==> src/fra_pkg.sv <==
`default_nettype none

package fra_pkg;

    localparam int OPND_W    = 32;
    localparam int FUNC_W    = 3;
    localparam int REG_SEL_W = 2;

    typedef enum logic [FUNC_W-1:0] {
        FUNC_LOAD = 3'd0,
        FUNC_ADD  = 3'd1,
        FUNC_MUL  = 3'd2,
        FUNC_DIV  = 3'd3,
        FUNC_REM  = 3'd4,
        FUNC_EQL  = 3'd5
    } t_func;

    // register z sits at this raw index before folding into the file depth
    localparam logic [REG_SEL_W-1:0] Z_SEL = 2'd3;

    typedef struct packed {
        logic [FUNC_W-1:0]    func;
        logic [REG_SEL_W-1:0] dest_reg;
        logic                 src_is_reg;
        logic [REG_SEL_W-1:0] src_reg;
        logic signed [OPND_W-1:0] operand_value;
    } t_in_item;

    typedef struct packed {
        logic signed [OPND_W-1:0] dest_value;
        logic signed [OPND_W-1:0] z_value;
        logic                     status;
    } t_out_item;

    typedef enum logic [1:0] {
        RSEL_DEST = 2'd0,
        RSEL_SRC  = 2'd1,
        RSEL_Z    = 2'd2
    } t_rsel;

    typedef struct packed {
        logic  latch_in;
        logic  cap_a;
        logic  setup;
        logic  step;
        logic  wr_en;
        logic  cap_z;
        logic  load_out;
        t_rsel rsel;
    } t_dp_cmd;

    typedef struct packed {
        logic needs_iter;
        logic out_busy;
    } t_dp_stat;

endpackage

`default_nettype wire

==> src/fra_stream_if.sv <==
`default_nettype none

interface fra_stream_if #(
    parameter type T = logic
);
    logic valid;
    logic ready;
    T     payload;

    modport source (output valid, output payload, input ready);
    modport sink (input valid, input payload, output ready);
endinterface

`default_nettype wire

==> src/fra_ram.sv <==
`default_nettype none

module fra_ram #(
    parameter int WIDTH = 32,
    parameter int DEPTH = 4
) (
    input  wire logic                     i_clk,
    input  wire logic                     i_wr_en,
    input  wire logic [$clog2(DEPTH)-1:0] i_wr_addr,
    input  wire logic [WIDTH-1:0]         i_wr_data,
    input  wire logic [$clog2(DEPTH)-1:0] i_rd_addr,
    output logic      [WIDTH-1:0]         o_rd_data
);
    logic [WIDTH-1:0] r_mem [DEPTH];
    logic [WIDTH-1:0] r_rd_data;

    always_ff @(posedge i_clk) begin
        if (i_wr_en) begin
            r_mem[i_wr_addr] <= i_wr_data;
        end
        r_rd_data <= r_mem[i_rd_addr];
    end

    assign o_rd_data = r_rd_data;
endmodule

`default_nettype wire

==> src/fra_ctrl.sv <==
`default_nettype none

module fra_ctrl #(
    parameter int DATA_WIDTH = 32
) (
    input  wire logic               i_clk,
    input  wire logic               i_rst_n,
    input  wire logic               i_in_valid,
    output logic                    o_in_ready,
    input  wire fra_pkg::t_dp_stat  i_stat,
    output fra_pkg::t_dp_cmd        o_cmd
);
    localparam int CNT_W = $clog2(DATA_WIDTH);

    typedef enum logic [7:0] {
        S_IDLE  = 8'b0000_0001,
        S_RDA   = 8'b0000_0010,
        S_RDB   = 8'b0000_0100,
        S_SETUP = 8'b0000_1000,
        S_RUN   = 8'b0001_0000,
        S_WRITE = 8'b0010_0000,
        S_ZCAP  = 8'b0100_0000,
        S_DONE  = 8'b1000_0000
    } t_state;

    t_state           r_state, n_state;
    logic [CNT_W-1:0] r_cnt, n_cnt;

    always_comb begin
        n_state    = r_state;
        n_cnt      = r_cnt;
        o_in_ready = 1'b0;
        o_cmd      = '{rsel: fra_pkg::RSEL_DEST, default: 1'b0};
        case (r_state)
            S_IDLE: begin
                o_in_ready = 1'b1;
                if (i_in_valid) begin
                    o_cmd.latch_in = 1'b1;
                    n_state        = S_RDA;
                end
            end
            S_RDA: begin
                o_cmd.rsel = fra_pkg::RSEL_DEST;
                n_state    = S_RDB;
            end
            S_RDB: begin
                o_cmd.cap_a = 1'b1;
                o_cmd.rsel  = fra_pkg::RSEL_SRC;
                n_state     = S_SETUP;
            end
            S_SETUP: begin
                o_cmd.setup = 1'b1;
                if (i_stat.needs_iter) begin
                    n_cnt   = CNT_W'(DATA_WIDTH - 1);
                    n_state = S_RUN;
                end else begin
                    n_state = S_WRITE;
                end
            end
            S_RUN: begin
                o_cmd.step = 1'b1;
                if (r_cnt == '0) begin
                    n_state = S_WRITE;
                end else begin
                    n_cnt = r_cnt - 1'b1;
                end
            end
            S_WRITE: begin
                o_cmd.wr_en = 1'b1;
                o_cmd.rsel  = fra_pkg::RSEL_Z;
                n_state     = S_ZCAP;
            end
            S_ZCAP: begin
                o_cmd.cap_z = 1'b1;
                n_state     = S_DONE;
            end
            S_DONE: begin
                // hold the finished beat until the output slot frees up
                if (!i_stat.out_busy) begin
                    o_cmd.load_out = 1'b1;
                    n_state        = S_IDLE;
                end
            end
            default: begin
                n_state = S_IDLE;
            end
        endcase
    end

    always_ff @(posedge i_clk) begin
        if (!i_rst_n) begin
            r_state <= S_IDLE;
            r_cnt   <= '0;
        end else begin
            r_state <= n_state;
            r_cnt   <= n_cnt;
        end
    end

    a_accept_starts_read: assert property (@(posedge i_clk) disable iff (!i_rst_n)
        i_in_valid && o_in_ready |=> r_state == S_RDA)
        else $error("accepted beat did not start the register read");

    a_iter_count: assert property (@(posedge i_clk) disable iff (!i_rst_n)
        r_state == S_SETUP && i_stat.needs_iter
        |=> r_state == S_RUN && r_cnt == CNT_W'(DATA_WIDTH - 1))
        else $error("iteration did not start with a full count");

    a_iter_stays: assert property (@(posedge i_clk) disable iff (!i_rst_n)
        r_state == S_RUN && r_cnt != '0 |=> r_state == S_RUN)
        else $error("iteration left before the count ran out");
endmodule

`default_nettype wire

==> src/fra_dpath.sv <==
`default_nettype none

module fra_dpath #(
    parameter int DATA_WIDTH = 32,
    parameter int NUM_REGS   = 4
) (
    input  wire logic               i_clk,
    input  wire logic               i_rst_n,
    input  wire fra_pkg::t_in_item  i_item,
    input  wire fra_pkg::t_dp_cmd   i_cmd,
    output fra_pkg::t_dp_stat       o_stat,
    input  wire logic               i_out_ready,
    output logic                    o_out_valid,
    output fra_pkg::t_out_item      o_out_item
);
    localparam int W     = DATA_WIDTH;
    localparam int IDX_W = $clog2(NUM_REGS);

    // raw 2-bit selector modulo the file depth; raw stays below twice the depth
    function automatic logic [IDX_W-1:0] fold(input logic [fra_pkg::REG_SEL_W-1:0] raw);
        logic [4:0] v;
        v = {3'b000, raw};
        if (v >= 5'(NUM_REGS)) begin
            v = v - 5'(NUM_REGS);
        end
        return IDX_W'(v);
    endfunction

    function automatic logic [W-1:0] mag(input logic [W-1:0] v);
        return v[W-1] ? (W'(0) - v) : v;
    endfunction

    localparam logic [IDX_W-1:0] Z_IDX = fold(fra_pkg::Z_SEL);

    logic [fra_pkg::FUNC_W-1:0] r_func;
    logic [IDX_W-1:0]           r_dest, r_src;
    logic                       r_src_is_reg;
    logic [W-1:0]               r_imm, r_a, r_b;
    logic [W-1:0]               r_rem, r_quo, r_opb;
    logic                       r_aneg, r_qneg, r_dz;
    logic [W-1:0]               r_res, r_z;
    logic [NUM_REGS-1:0]        r_vld;
    logic                       r_rd_vld;
    logic                       r_out_vld;
    fra_pkg::t_out_item         r_out_item;

    logic [IDX_W-1:0] rd_addr;
    logic [W-1:0]     ram_rdata, rd_val, b_cur, result;
    logic             is_mul, is_divrem;
    logic [W:0]       div_t, div_diff;
    logic [W-1:0]     mul_sum;

    fra_ram #(
        .WIDTH (W),
        .DEPTH (NUM_REGS)
    ) u_ram (
        .i_clk     (i_clk),
        .i_wr_en   (i_cmd.wr_en),
        .i_wr_addr (r_dest),
        .i_wr_data (result),
        .i_rd_addr (rd_addr),
        .o_rd_data (ram_rdata)
    );

    always_comb begin
        case (i_cmd.rsel)
            fra_pkg::RSEL_DEST: rd_addr = r_dest;
            fra_pkg::RSEL_SRC:  rd_addr = r_src;
            fra_pkg::RSEL_Z:    rd_addr = Z_IDX;
            default:            rd_addr = r_dest;
        endcase
    end

    // entries never written read as the reset value
    assign rd_val    = r_rd_vld ? ram_rdata : '0;
    assign b_cur     = r_src_is_reg ? rd_val : r_imm;
    assign is_mul    = (r_func == fra_pkg::FUNC_MUL);
    assign is_divrem = (r_func == fra_pkg::FUNC_DIV) || (r_func == fra_pkg::FUNC_REM);

    assign o_stat.needs_iter = is_mul || (is_divrem && (b_cur != '0));
    assign o_stat.out_busy   = r_out_vld && !i_out_ready;

    // restoring divide step and shift-add multiply step
    assign div_t    = {r_rem, r_quo[W-1]};
    assign div_diff = div_t - {1'b0, r_opb};
    assign mul_sum  = r_rem + r_opb;

    always_comb begin
        case (r_func)
            fra_pkg::FUNC_LOAD: result = r_imm;
            fra_pkg::FUNC_ADD:  result = r_a + r_b;
            fra_pkg::FUNC_MUL:  result = r_rem;
            fra_pkg::FUNC_DIV:  result = r_dz ? r_a : (r_qneg ? (W'(0) - r_quo) : r_quo);
            fra_pkg::FUNC_REM:  result = r_dz ? r_a : (r_aneg ? (W'(0) - r_rem) : r_rem);
            fra_pkg::FUNC_EQL:  result = (r_a == r_b) ? W'(1) : W'(0);
            default:            result = r_a;
        endcase
    end

    always_ff @(posedge i_clk) begin
        if (i_cmd.latch_in) begin
            r_func       <= i_item.func;
            r_dest       <= fold(i_item.dest_reg);
            r_src        <= fold(i_item.src_reg);
            r_src_is_reg <= i_item.src_is_reg;
            r_imm        <= W'(i_item.operand_value);
        end
        if (i_cmd.cap_a) begin
            r_a <= rd_val;
        end
        if (i_cmd.setup) begin
            r_b    <= b_cur;
            r_aneg <= r_a[W-1];
            r_qneg <= r_a[W-1] ^ b_cur[W-1];
            r_rem  <= '0;
            if (is_mul) begin
                r_quo <= b_cur;
                r_opb <= r_a;
            end else begin
                r_quo <= mag(r_a);
                r_opb <= mag(b_cur);
            end
        end else if (i_cmd.step) begin
            if (is_mul) begin
                if (r_quo[0]) begin
                    r_rem <= mul_sum;
                end
                r_opb <= r_opb << 1;
                r_quo <= r_quo >> 1;
            end else begin
                r_rem <= div_diff[W] ? div_t[W-1:0] : div_diff[W-1:0];
                r_quo <= {r_quo[W-2:0], ~div_diff[W]};
            end
        end
        if (i_cmd.wr_en) begin
            r_res <= result;
        end
        if (i_cmd.cap_z) begin
            r_z <= (Z_IDX == r_dest) ? r_res : rd_val;
        end
        if (i_cmd.load_out) begin
            r_out_item <= '{dest_value: fra_pkg::OPND_W'(r_res),
                            z_value:    fra_pkg::OPND_W'(r_z),
                            status:     r_dz};
        end
    end

    always_ff @(posedge i_clk) begin
        if (!i_rst_n) begin
            r_vld     <= '0;
            r_rd_vld  <= 1'b0;
            r_dz      <= 1'b0;
            r_out_vld <= 1'b0;
        end else begin
            r_rd_vld <= r_vld[rd_addr];
            if (i_cmd.wr_en) begin
                r_vld[r_dest] <= 1'b1;
            end
            if (i_cmd.latch_in) begin
                r_dz <= 1'b0;
            end else if (i_cmd.setup) begin
                r_dz <= is_divrem && (b_cur == '0);
            end
            if (i_cmd.load_out) begin
                r_out_vld <= 1'b1;
            end else if (i_out_ready) begin
                r_out_vld <= 1'b0;
            end
        end
    end

    assign o_out_valid = r_out_vld;
    assign o_out_item  = r_out_item;

    a_dz_only_divrem: assert property (@(posedge i_clk) disable iff (!i_rst_n)
        r_dz |-> (r_func == fra_pkg::FUNC_DIV || r_func == fra_pkg::FUNC_REM))
        else $error("zero-divisor flag set for a non-divide operation");

    a_write_marks_valid: assert property (@(posedge i_clk) disable iff (!i_rst_n)
        i_cmd.wr_en |=> r_vld[r_dest])
        else $error("written register not marked valid");
endmodule

`default_nettype wire

==> src/four_register_integer_alu_top.sv <==
// Small register-file ALU: each input beat carries one instruction (load, add, multiply,
// signed divide, signed remainder or equal) on a file of NUM_REGS signed DATA_WIDTH-bit
// registers that reset clears to zero, and gives exactly one output beat holding the new
// destination value, register z and a status bit that flags a zero divisor (destination
// then unchanged). Multiply, divide and remainder run on one shared bit-serial unit, one
// bit per cycle; all other instructions and a zero divisor skip the iteration. The single
// read port of the register file issues the destination and source reads one per cycle
// and the z read with the write-back. One instruction is in flight at a time; the next
// is taken as soon as the result has moved into the output register, even if that beat
// is still waiting.
`default_nettype none

module four_register_integer_alu_top #(
    parameter int DATA_WIDTH = 32,
    parameter int NUM_REGS   = 4
) (
    input wire logic      i_clk,
    input wire logic      i_rst_n,
    fra_stream_if.sink    i_in,
    fra_stream_if.source  o_out
);
    fra_pkg::t_dp_cmd  dp_cmd;
    fra_pkg::t_dp_stat dp_stat;
    logic              in_ready;

    fra_ctrl #(
        .DATA_WIDTH (DATA_WIDTH)
    ) u_ctrl (
        .i_clk      (i_clk),
        .i_rst_n    (i_rst_n),
        .i_in_valid (i_in.valid),
        .o_in_ready (in_ready),
        .i_stat     (dp_stat),
        .o_cmd      (dp_cmd)
    );

    fra_dpath #(
        .DATA_WIDTH (DATA_WIDTH),
        .NUM_REGS   (NUM_REGS)
    ) u_dpath (
        .i_clk       (i_clk),
        .i_rst_n     (i_rst_n),
        .i_item      (i_in.payload),
        .i_cmd       (dp_cmd),
        .o_stat      (dp_stat),
        .i_out_ready (o_out.ready),
        .o_out_valid (o_out.valid),
        .o_out_item  (o_out.payload)
    );

    assign i_in.ready = in_ready;
endmodule

`default_nettype wire
==> src/flat_wrapper.sv <==
// flat-port wrapper written by rule: the top's interface ports become plain ports
module four_register_integer_alu_top_flat 
#(
    parameter int DATA_WIDTH = 32,
    parameter int NUM_REGS   = 4
)
  (i_clk, i_rst_n, i_in_valid, i_in_payload, i_in_ready, o_out_valid, o_out_payload, o_out_ready);
  fra_stream_if i_in_i ();
  fra_stream_if o_out_i ();
  input wire logic i_clk;
  input wire logic i_rst_n;
  input wire logic [$bits(i_in_i.valid)-1:0] i_in_valid;
  input wire logic [$bits(i_in_i.payload)-1:0] i_in_payload;
  output wire logic [$bits(i_in_i.ready)-1:0] i_in_ready;
  output wire logic [$bits(o_out_i.valid)-1:0] o_out_valid;
  output wire logic [$bits(o_out_i.payload)-1:0] o_out_payload;
  input wire logic [$bits(o_out_i.ready)-1:0] o_out_ready;
  assign i_in_i.valid = i_in_valid;
  assign i_in_i.payload = i_in_payload;
  assign i_in_ready = i_in_i.ready;
  assign o_out_valid = o_out_i.valid;
  assign o_out_payload = o_out_i.payload;
  assign o_out_i.ready = o_out_ready;
  four_register_integer_alu_top #(.DATA_WIDTH(DATA_WIDTH), .NUM_REGS(NUM_REGS)) u_core (.i_clk(i_clk), .i_rst_n(i_rst_n), .i_in(i_in_i), .o_out(o_out_i));
endmodule
==> config.mk <==
export PLATFORM = sky130hd
export DESIGN_NAME = four_register_integer_alu_top_flat
export DESIGN_NICKNAME = d
export VERILOG_FILES = /design/src/fra_pkg.sv /design/src/fra_stream_if.sv /design/src/fra_ram.sv /design/src/fra_ctrl.sv /design/src/fra_dpath.sv /design/src/four_register_integer_alu_top.sv /design/src/flat_wrapper.sv
export SDC_FILE = /design/constraint.sdc
export NUM_CORES = 1
export LEC_CHECK = 0
export BUFFER_PORTS_ARGS = -buffer_cell sky130_fd_sc_hd__buf_4
export CAP_MARGIN = 25
export CORE_AREA = 2 2 39 41
export CTS_CLUSTER_DIAMETER = 40
export CTS_CLUSTER_SIZE = 28
export DETAILED_ROUTE_END_ITERATION = 8
export DIE_AREA = 0 0 41 43
export PLACE_DENSITY = 0.55
export SLEW_MARGIN = 25
export SYNTH_ARGS = -nofsm -noshare
export SYNTH_HDL_FRONTEND = slang
export SYNTH_SLANG_ARGS = --single-unit
==> constraint.sdc <==
create_clock -name i_clk -period 3.7 [get_ports i_clk]
set_input_delay 0.74 -clock i_clk [delete_from_list [all_inputs] [get_ports i_clk]]
set_output_delay 0.74 -clock i_clk [all_outputs]
set_load 0.02 [all_outputs]
## Word-level counts from Yosys, hierarchy flattened

Index checks and enable logic that the tools add are counted.

| word-level totals | value |
|---|---|
| output and inout bits | 3 |
| ROM bits | 0 |
| register bits after elaboration | 14 |
| bits in latches | 0 |
| input bits | 5 |
| memories | 0 |
| bits in writable memories | 0 |
| logic and storage cells | 35 |

| operators by class | value |
|---|---|
| add/sub/neg operators | 1 |
| reductions and logical operators | 7 |
| bitwise operators | 1 |
| div/mod/pow operators | 0 |
| multipliers | 0 |
| multiplexer cells | 11 |
| magnitude comparators | 0 |
| shift operators | 0 |
| equal/unequal tests | 12 |

Operators by type and width:

| operator | count |
|---|---|
| $pmux 8 s8 | 1 |
| $mux 8 | 3 |
| $mux 5 | 2 |
| $eq 8x1->1 const B | 1 |
| $eq 8x2->1 const B | 1 |
| $eq 8x3->1 const B | 1 |
| $eq 8x4->1 const B | 1 |
| $eq 8x5->1 const B | 1 |
| $eq 8x6->1 const B | 1 |
| $eq 8x7->1 const B | 1 |
| $eq 8x8->1 const B | 1 |
| $ne 2x2->1 const B | 4 |
| $reduce_and 3->1 | 2 |
| $logic_not 5->1 | 1 |
| $mux 1 | 5 |
| $sub 5x1->5 const B | 1 |
| $reduce_bool 2->1 | 2 |
| $logic_and 1x1->1 | 1 |
| $logic_not 1->1 | 1 |
| $not 1->1 | 1 |

## Depth between registers and ports, before layout

Gate-level depths: netlist (run 1).

| depth | value |
|---|---|
| depth after elaboration | 5 |
| depth in mapped cells | 3 |
| gate-level depth less buffers | 3 |

## Hierarchy

A second synthesis (run 1) with hierarchy kept.

| second synthesis, totals | value |
|---|---|
| cell total of the unflattened synthesis | 2464 |
| area total of the unflattened synthesis | 28288.4 um^2 |

By module, submodules not included:

| module | area an instance (um^2) | seq. area each (um^2) | cells each | times used |
|---|---|---|---|---|
| fra_dpath | 22233.8 | 9759.4 | 2179 | 1 |
| fra_ram | 5330.1 | 4484.3 | 203 | 1 |
| fra_ctrl | 720.7 | 260.2 | 81 | 1 |
| four_register_integer_alu_top | 3.8 | 0.0 | 1 | 1 |

## Least setup slack after synthesis (run 1)

OpenSTA, ideal clock, no wires.

| timing path | value |
|---|---|
| path type | register to output |
| start | reg u_core.u_ctrl.r_state[3] |
| end | out i_in_ready |
| setup slack | 1939 ps |
| path buffers | 0 |
| stages on the path, launching flop included | 3 |
| arrival | 1021 ps |
| required time | 2960 ps |
| cells stage by stage | dfxtp_1 -> nor4_1 -> and3_1 |

| on the way | value |
|---|---|
| longest elaborated chain between the ends | 2 |

RTL lines:

| element | line | RTL |
|---|---|---|
| from (decl) | fra_ctrl.sv:26 | `t_state r_state, n_state;` |
| from (signal assigned) | fra_ctrl.sv:95 | `r_state <= n_state;` |
| $eq 8x1->1 | fra_ctrl.sv:34 | `case (r_state)` |
| $mux 1 | fra_ctrl.sv:34 |  |
| to (decl) | flat_wrapper.sv:14 | `output wire logic [$bits(i_in_i.ready)-1:0] i_in_ready;` |

No other way between the ends.

## Worst setup path after layout (run 1)

Same ends and word-level chain as after synthesis.

==> metrics, run 1 <==
dpl cell area approximately 430 um2; DIE WIDTH between 40 and 50 um; Via density 5.083; pin count of the biggest net entering global routing 8; share of cells above drive strength 1 between 20% and 30%; list of most frequent post-synthesis cells 8 x dfxtp_1, 4 x nor3b_1, 3 x and3_1; Worst-Skew Late Latency between 0.2 and 0.3 ns; worst vdd ir between 0.00015 and 0.0002 V; WL per Instance between 10 and 15 um; Mean Syn Cell Area 10.18 um2; Worst Path Required a little under 3 ns; number of global-route vias before repair between 200 and 250; synth unique cells 22; grt ovf 0; via count about 310; register share of total power between 50 and 60%; dpl ws 1.826 ns; Clock power frac a little over a third; clk sinks 8; gr usage total under 10%; starting density of the core 27.22%; layout overhead on the synthesized area 19.27%; first-pass GRT wire length 993 um; Core Footprint approximately 0.0014 mm2; Final Hold Vio Count 0; CTS buffer count 3; Comb power frac approximately 15%; switching power 0.04737 mW; FF-to-FF Start u_core.u_ctrl.r_state[3]; Die Ht around 43 um; die area about 0.0018 mm2; final cycle utilization of the critical path roughly 60%; fin. max-slew vios 0; multi-input logic area about 210 um2; PortBufs 5; dpl cells 57; antenna violations before repair 0; cell taking the most area after synthesis dfxtp_1; Hold Startpoint u_core.u_ctrl.r_state[3]; # Post-CTS Setup Buffers 0; GPL Wtd Cong 0.7293; worst min path class reg -> reg; Reg area ~160 um2; post-synth top area share a little over two fifths; row count 14; Clock Skew 0.004090 ns; Tot Pwr ~0.19 mW; Root Driver clkbuf_4; fill cell count 142; dominant cells by area after synthesis dfxtp_1 43%, nor3b_1 8.0%, and3_1 5.0%; Worst Setup End Kind output port; Final setup viols 0; CTS tree yes; DRT antenna net count 0; register bit total from synthesis 8; fin cells 60; TritonRoute pass-1 iters 2; Final min period 2.183 ns; Min Hold Slack about 0.53 ns; hold-fix buffers at CTS 0; Post-Syn Area approximately 380 um2; I/O pins 8; number of max-cap violations 0; RSZ-0062 raised after global routing no; syn_nets 42; switching share of power between 20% and 30%; drt drc 0; initial DRC count 9; Routed WL roughly 600 um; final core utilization between 30 and 40%; post-synthesis sequential area ratio 42.52%; pwr dens 418.9 mW/mm2; status finished clean; final instance area roughly 450 um2; ANT cells 0; Setup WS post-layout around 1.5 ns; Clock Pin Slew Worst Setup and Hold Paths 0.05 ns; Final HPWL DP 441.1 um; top-count cell post-synth dfxtp_1; fmax between 0.4 and 0.5 GHz; NumNets Final 51; final setup TNS 0 ns; CTS max path bufs 2; Post-synth ARST share 0%; worst-path maximum fanout 6; Worst Path Arrival around 1.4 ns; top_reg_cell synth dfxtp_1; Setup crit start kind flop; Post-CTS Resized 0; Yosys warning count 0; leak pwr 0.1759 nW; CP startpoint u_core.u_ctrl.r_state[3]; Mapped Cells 37; htree depth 1; crit path kind reg -> out; Power Internal between 0.1 and 0.15 mW; EDFF count, synth 0
## sequential cells by signal (all words and copies together) (netlist names)
register and flops:
u_core.u_ctrl.r_state 7, u_core.u_dpath.o_out_valid 1
## cell usage in the layout (no fill, tap or decap), types with 2 or more instances in the layout
cell type,n
nor3b_1,4
nor2_1,2
xor2_1,2
and3_1,3
buf_4,5
clkbuf_4,3
dfxtp_1,8
nand3_1,2
## power groups by stage
stage	logic [mW]	clock network, mW	registers (mW)
after global routing	0.0302	0.0739	0.0959
after global placement	0.0276	0	0.0971
final	0.0277	0.0653	0.0952
after CTS	0.0277	0.0676	0.0951
after detailed placement	0.0274	0	0.0970
after floorplan	0.0200	0	0.0957
## worst max-delay path, stage by stage (launching register included)
cell and delay [ns]:
dfxtp_1 0.35, nor4_1 0.45, and3_1 0.25, buf_4 0.14
## area by class of cell
class | instances | area share [%]
Clock buffer | 3 | 5.014
Multi-Input combinational cell | 28 | 46.52
Sequential cell | 8 | 35.65
Tap cell | 16 | 4.457
Timing Repair Buffer | 5 | 8.357
## path summary, 6_finish.rpt
kind | to | slack [ns] | depth (start not counted)
worst max register to register | u_core.u_ctrl.r_state[0] | 2.36 | 3
worst min register to register | u_core.u_ctrl.r_state[3] | 0.53 | 1
worst min-delay path | u_core.u_ctrl.r_state[3] | 0.53 | 1
worst max-delay path | i_in_ready | 1.52 | 3
## logic make-up (layout without fill, tap and decap cells)
| logic type | after synthesis | in the layout | share of synthesized area [%] |
|---|---|---|---|
| simple gates | 20 | 20 | 38.21 |
| flops | 8 | 8 | 42.52 |
| compound gates | 5 | 5 | 11.63 |
| xor+xnor | 2 | 2 | 4.652 |
| other cells | 1 | 1 | 0.9957 |
| buf+inv | 1 | 8 | 1.994 |
## metal layers
layer / vias to the layer above / part of all wire [%] / GRT usage [%]
li1: 154 / - / -
met1: 143 / 47 / 11.33
met2: 6 / 44 / 10.31
met3: 2 / 4.7 / 3.141
met4: 0 / 3.4 / 8.000
met5: - / 0 / 0
Power figures use the tool's default switching activity.
==> inputs of run 2 (changes only) <==
--- a/config.mk
+++ b/config.mk
@@ -12,7 +12,7 @@
 export CTS_CLUSTER_SIZE = 28
 export DETAILED_ROUTE_END_ITERATION = 8
 export DIE_AREA = 0 0 41 43
-export PLACE_DENSITY = 0.55
+export PLACE_DENSITY = 0.57
 export SLEW_MARGIN = 25
 export SYNTH_ARGS = -nofsm -noshare
 export SYNTH_HDL_FRONTEND = slang
==> constraint.sdc (replaced) <==
create_clock -name i_clk -period 1.9 [get_ports i_clk]
set_input_delay 0.38 -clock i_clk [delete_from_list [all_inputs] [get_ports i_clk]]
set_output_delay 0.38 -clock i_clk [all_outputs]
set_load 0.02 [all_outputs]
==> run 2 against run 1 <==
  * Critical path depth is the same
  * Clock power is 94% higher
  * Global-route usage up 0.89 points
  * First-iteration DRC count is 78% lower
  * Count of clock-buffer cells in the layout did not move
  * Critical endpoint unchanged
  * Via count is 5.2% lower
  * Largest power group unchanged
  * Largest cell class unchanged
  * Register-to-register slack got worse by 1.8 ns
  * Highest routed layer unchanged
  * Setup slack worse by 1.4 ns
==> metrics, run 2 (same netlist as run 1, synthesis figures left out) <==
Routed WL 696 um (+13%); switching power 0.09288 mW (+96%); via count 289 (-5.2%); Biggest register u_core.u_ctrl.r_state; GPL Wtd Cong 0.6879 (-5.7%); crit path kind reg -> out; fin cells 60 (unchanged); Root Driver clkbuf_4; switching share of power 25.31% (+0.14 points); critical-path cell list nor4_2 -> and3_1 -> buf_4; share of cells above drive strength 1 27.27% (+2.3 points); number of max-cap violations 0 (unchanged); DIE WIDTH 41 um (unchanged); leak pwr 0.1775 nW (+0.87%); Largest register FFs 7 (unchanged); Largest delay share family, worst path simple AND/OR/NAND/NOR gates; register share of total power 50.7% (about the same); htree depth 1 (unchanged); most frequent cells in the layout 8 x dfxtp_1, 5 x buf_4, 4 x nor3b_1; CTS tree yes; pin count of the biggest net entering global routing 8 (unchanged); Power Internal 0.2741 mW (+95%); Final setup viols 0 (unchanged); Worst Setup End Kind output port; number of global-route vias before repair 259 (+8.8%); DRT antenna net count 0 (unchanged); Die Ht 43 um (unchanged); WL per Instance 11.60 um (+13%); CTS max path bufs 2 (unchanged); starting density of the core 27.22% (unchanged); Setup crit start kind flop; antenna violations before repair 0 (unchanged); first-pass GRT wire length 1.041 mm (+4.8%); status finished clean; pwr dens 805.8 mW/mm2 (+92%); RSZ-0062 raised after global routing no; Clock power frac 34.5% (-0.2 points); final cycle utilization of the critical path between 90% and 100%; worst vdd ir 0.0003320 V (+110%); CTS buffer count 3 (unchanged); final setup TNS 0 ns (unchanged); I/O pins 8 (unchanged); clk sinks 8 (unchanged); initial DRC count 2 (-7); hold-fix buffers at CTS 0 (unchanged); Final min period 1.740 ns; commonest non-fill, non-tap cell in the layout dfxtp_1; Core Footprint 0.001384 mm2 (unchanged); Crit-path slowest cell nor4_2; NumNets Final 51 (unchanged); drt drc 0 (unchanged); Via density 4.817 (-5.2%); ANT cells 0 (unchanged); grt ovf 0 (unchanged); Min Hold Slack 0.3689 ns (-0.1608 ns); Worst Path Required 1.52 ns (-1.44 ns); Final Hold Vio Count 0 (unchanged); layout overhead on the synthesized area 20.93%; die area 0.001763 mm2 (unchanged); Comb power frac 14.8% (about the same); dpl cells 57 (unchanged); gr usage total 9.538% (+0.89 points); worst min path class in -> reg; row count 14 (unchanged); CP max stage delay 0.37 ns (-0.08 ns); Clock Pin Slew Worst Setup and Hold Paths 0.06 ns (about the same); PortBufs 5 (unchanged); Worst Path Arrival 1.36 ns (-0.08 ns); TritonRoute pass-1 iters 2 (unchanged); fmax ~0.57 GHz; Buf+Inv Stages, Crit Path 1 (unchanged); worst-path maximum fanout 6 (unchanged); fin. max-slew vios 0 (unchanged); Clock Skew 0.004953 ns (+0.0008627 ns); Worst-Skew Late Latency 0.25 ns (about the same)
-- run 2: final timing paths --
path                            startpoint                       end  slack (ns)  cells past startpoint
setup reg to reg  u_core.u_ctrl.r_state[3]  u_core.u_ctrl.r_state[0]        0.52                      3
hold reg to reg   u_core.u_ctrl.r_state[5]  u_core.u_ctrl.r_state[2]        0.52                      1
hold / removal                  i_in_valid  u_core.u_ctrl.r_state[1]        0.37                      2
setup / recovery  u_core.u_ctrl.r_state[3]                i_in_ready        0.16                      3
-- run 2: layout make-up --
cell class	instances	area [um2]
clock buffers	3	22.52
flip-flops and latches	8	160.2
well taps	16	20.02
fillers	143	928.4
repair buffers	5	37.54
multi-input cells	28	215.2
-- run 2: power by group through the flow --
stage / logic, mW / registers (mW) / clock network, mW
finish: 0.0544 / 0.186 / 0.127
detailed placement: 0.0544 / 0.189 / 0
floorplan: 0.0390 / 0.186 / 0
global placement: 0.0532 / 0.189 / 0
global route: 0.0578 / 0.187 / 0.141
CTS: 0.0544 / 0.186 / 0.131
-- run 2: layer usage --
metal / vias up / share of wire [%] / global-route usage [%]
met4: 0 / 1.7 / 10.00
met2: 4 / 43 / 11.25
li1: 154 / - / -
met1: 129 / 51 / 11.25
met3: 2 / 4.0 / 4.712
met5: - / 0 / 0
-- run 2: what timing repair did --
item	in CTS	in global routing
endpoints found under the setup margin	0	1
buffers inserted	0	0
resized for setup	0	1
endpoints found under the hold margin	0	0
-- run 2: per-stage QoR --
| step | cell area [um2] | util (%) | power (mW) | setup slack [ns] |
|---|---|---|---|---|
| 2_1_floorplan | 376.6 | - | 0.2253 | 0.4987 |
| 5_1_grt | 455.4 | 32.91 | 0.3863 | 0.09957 |
| 6_report | 455.4 | 32.91 | 0.3670 | 0.1602 |
| 4_1_cts | 449.2 | 32.46 | 0.3715 | 0.04312 |
| 3_5_place_dp | 426.7 | 30.83 | 0.2436 | 0.3378 |
| 3_3_place_gp | 426.7 | 30.83 | 0.2424 | 0.3521 |
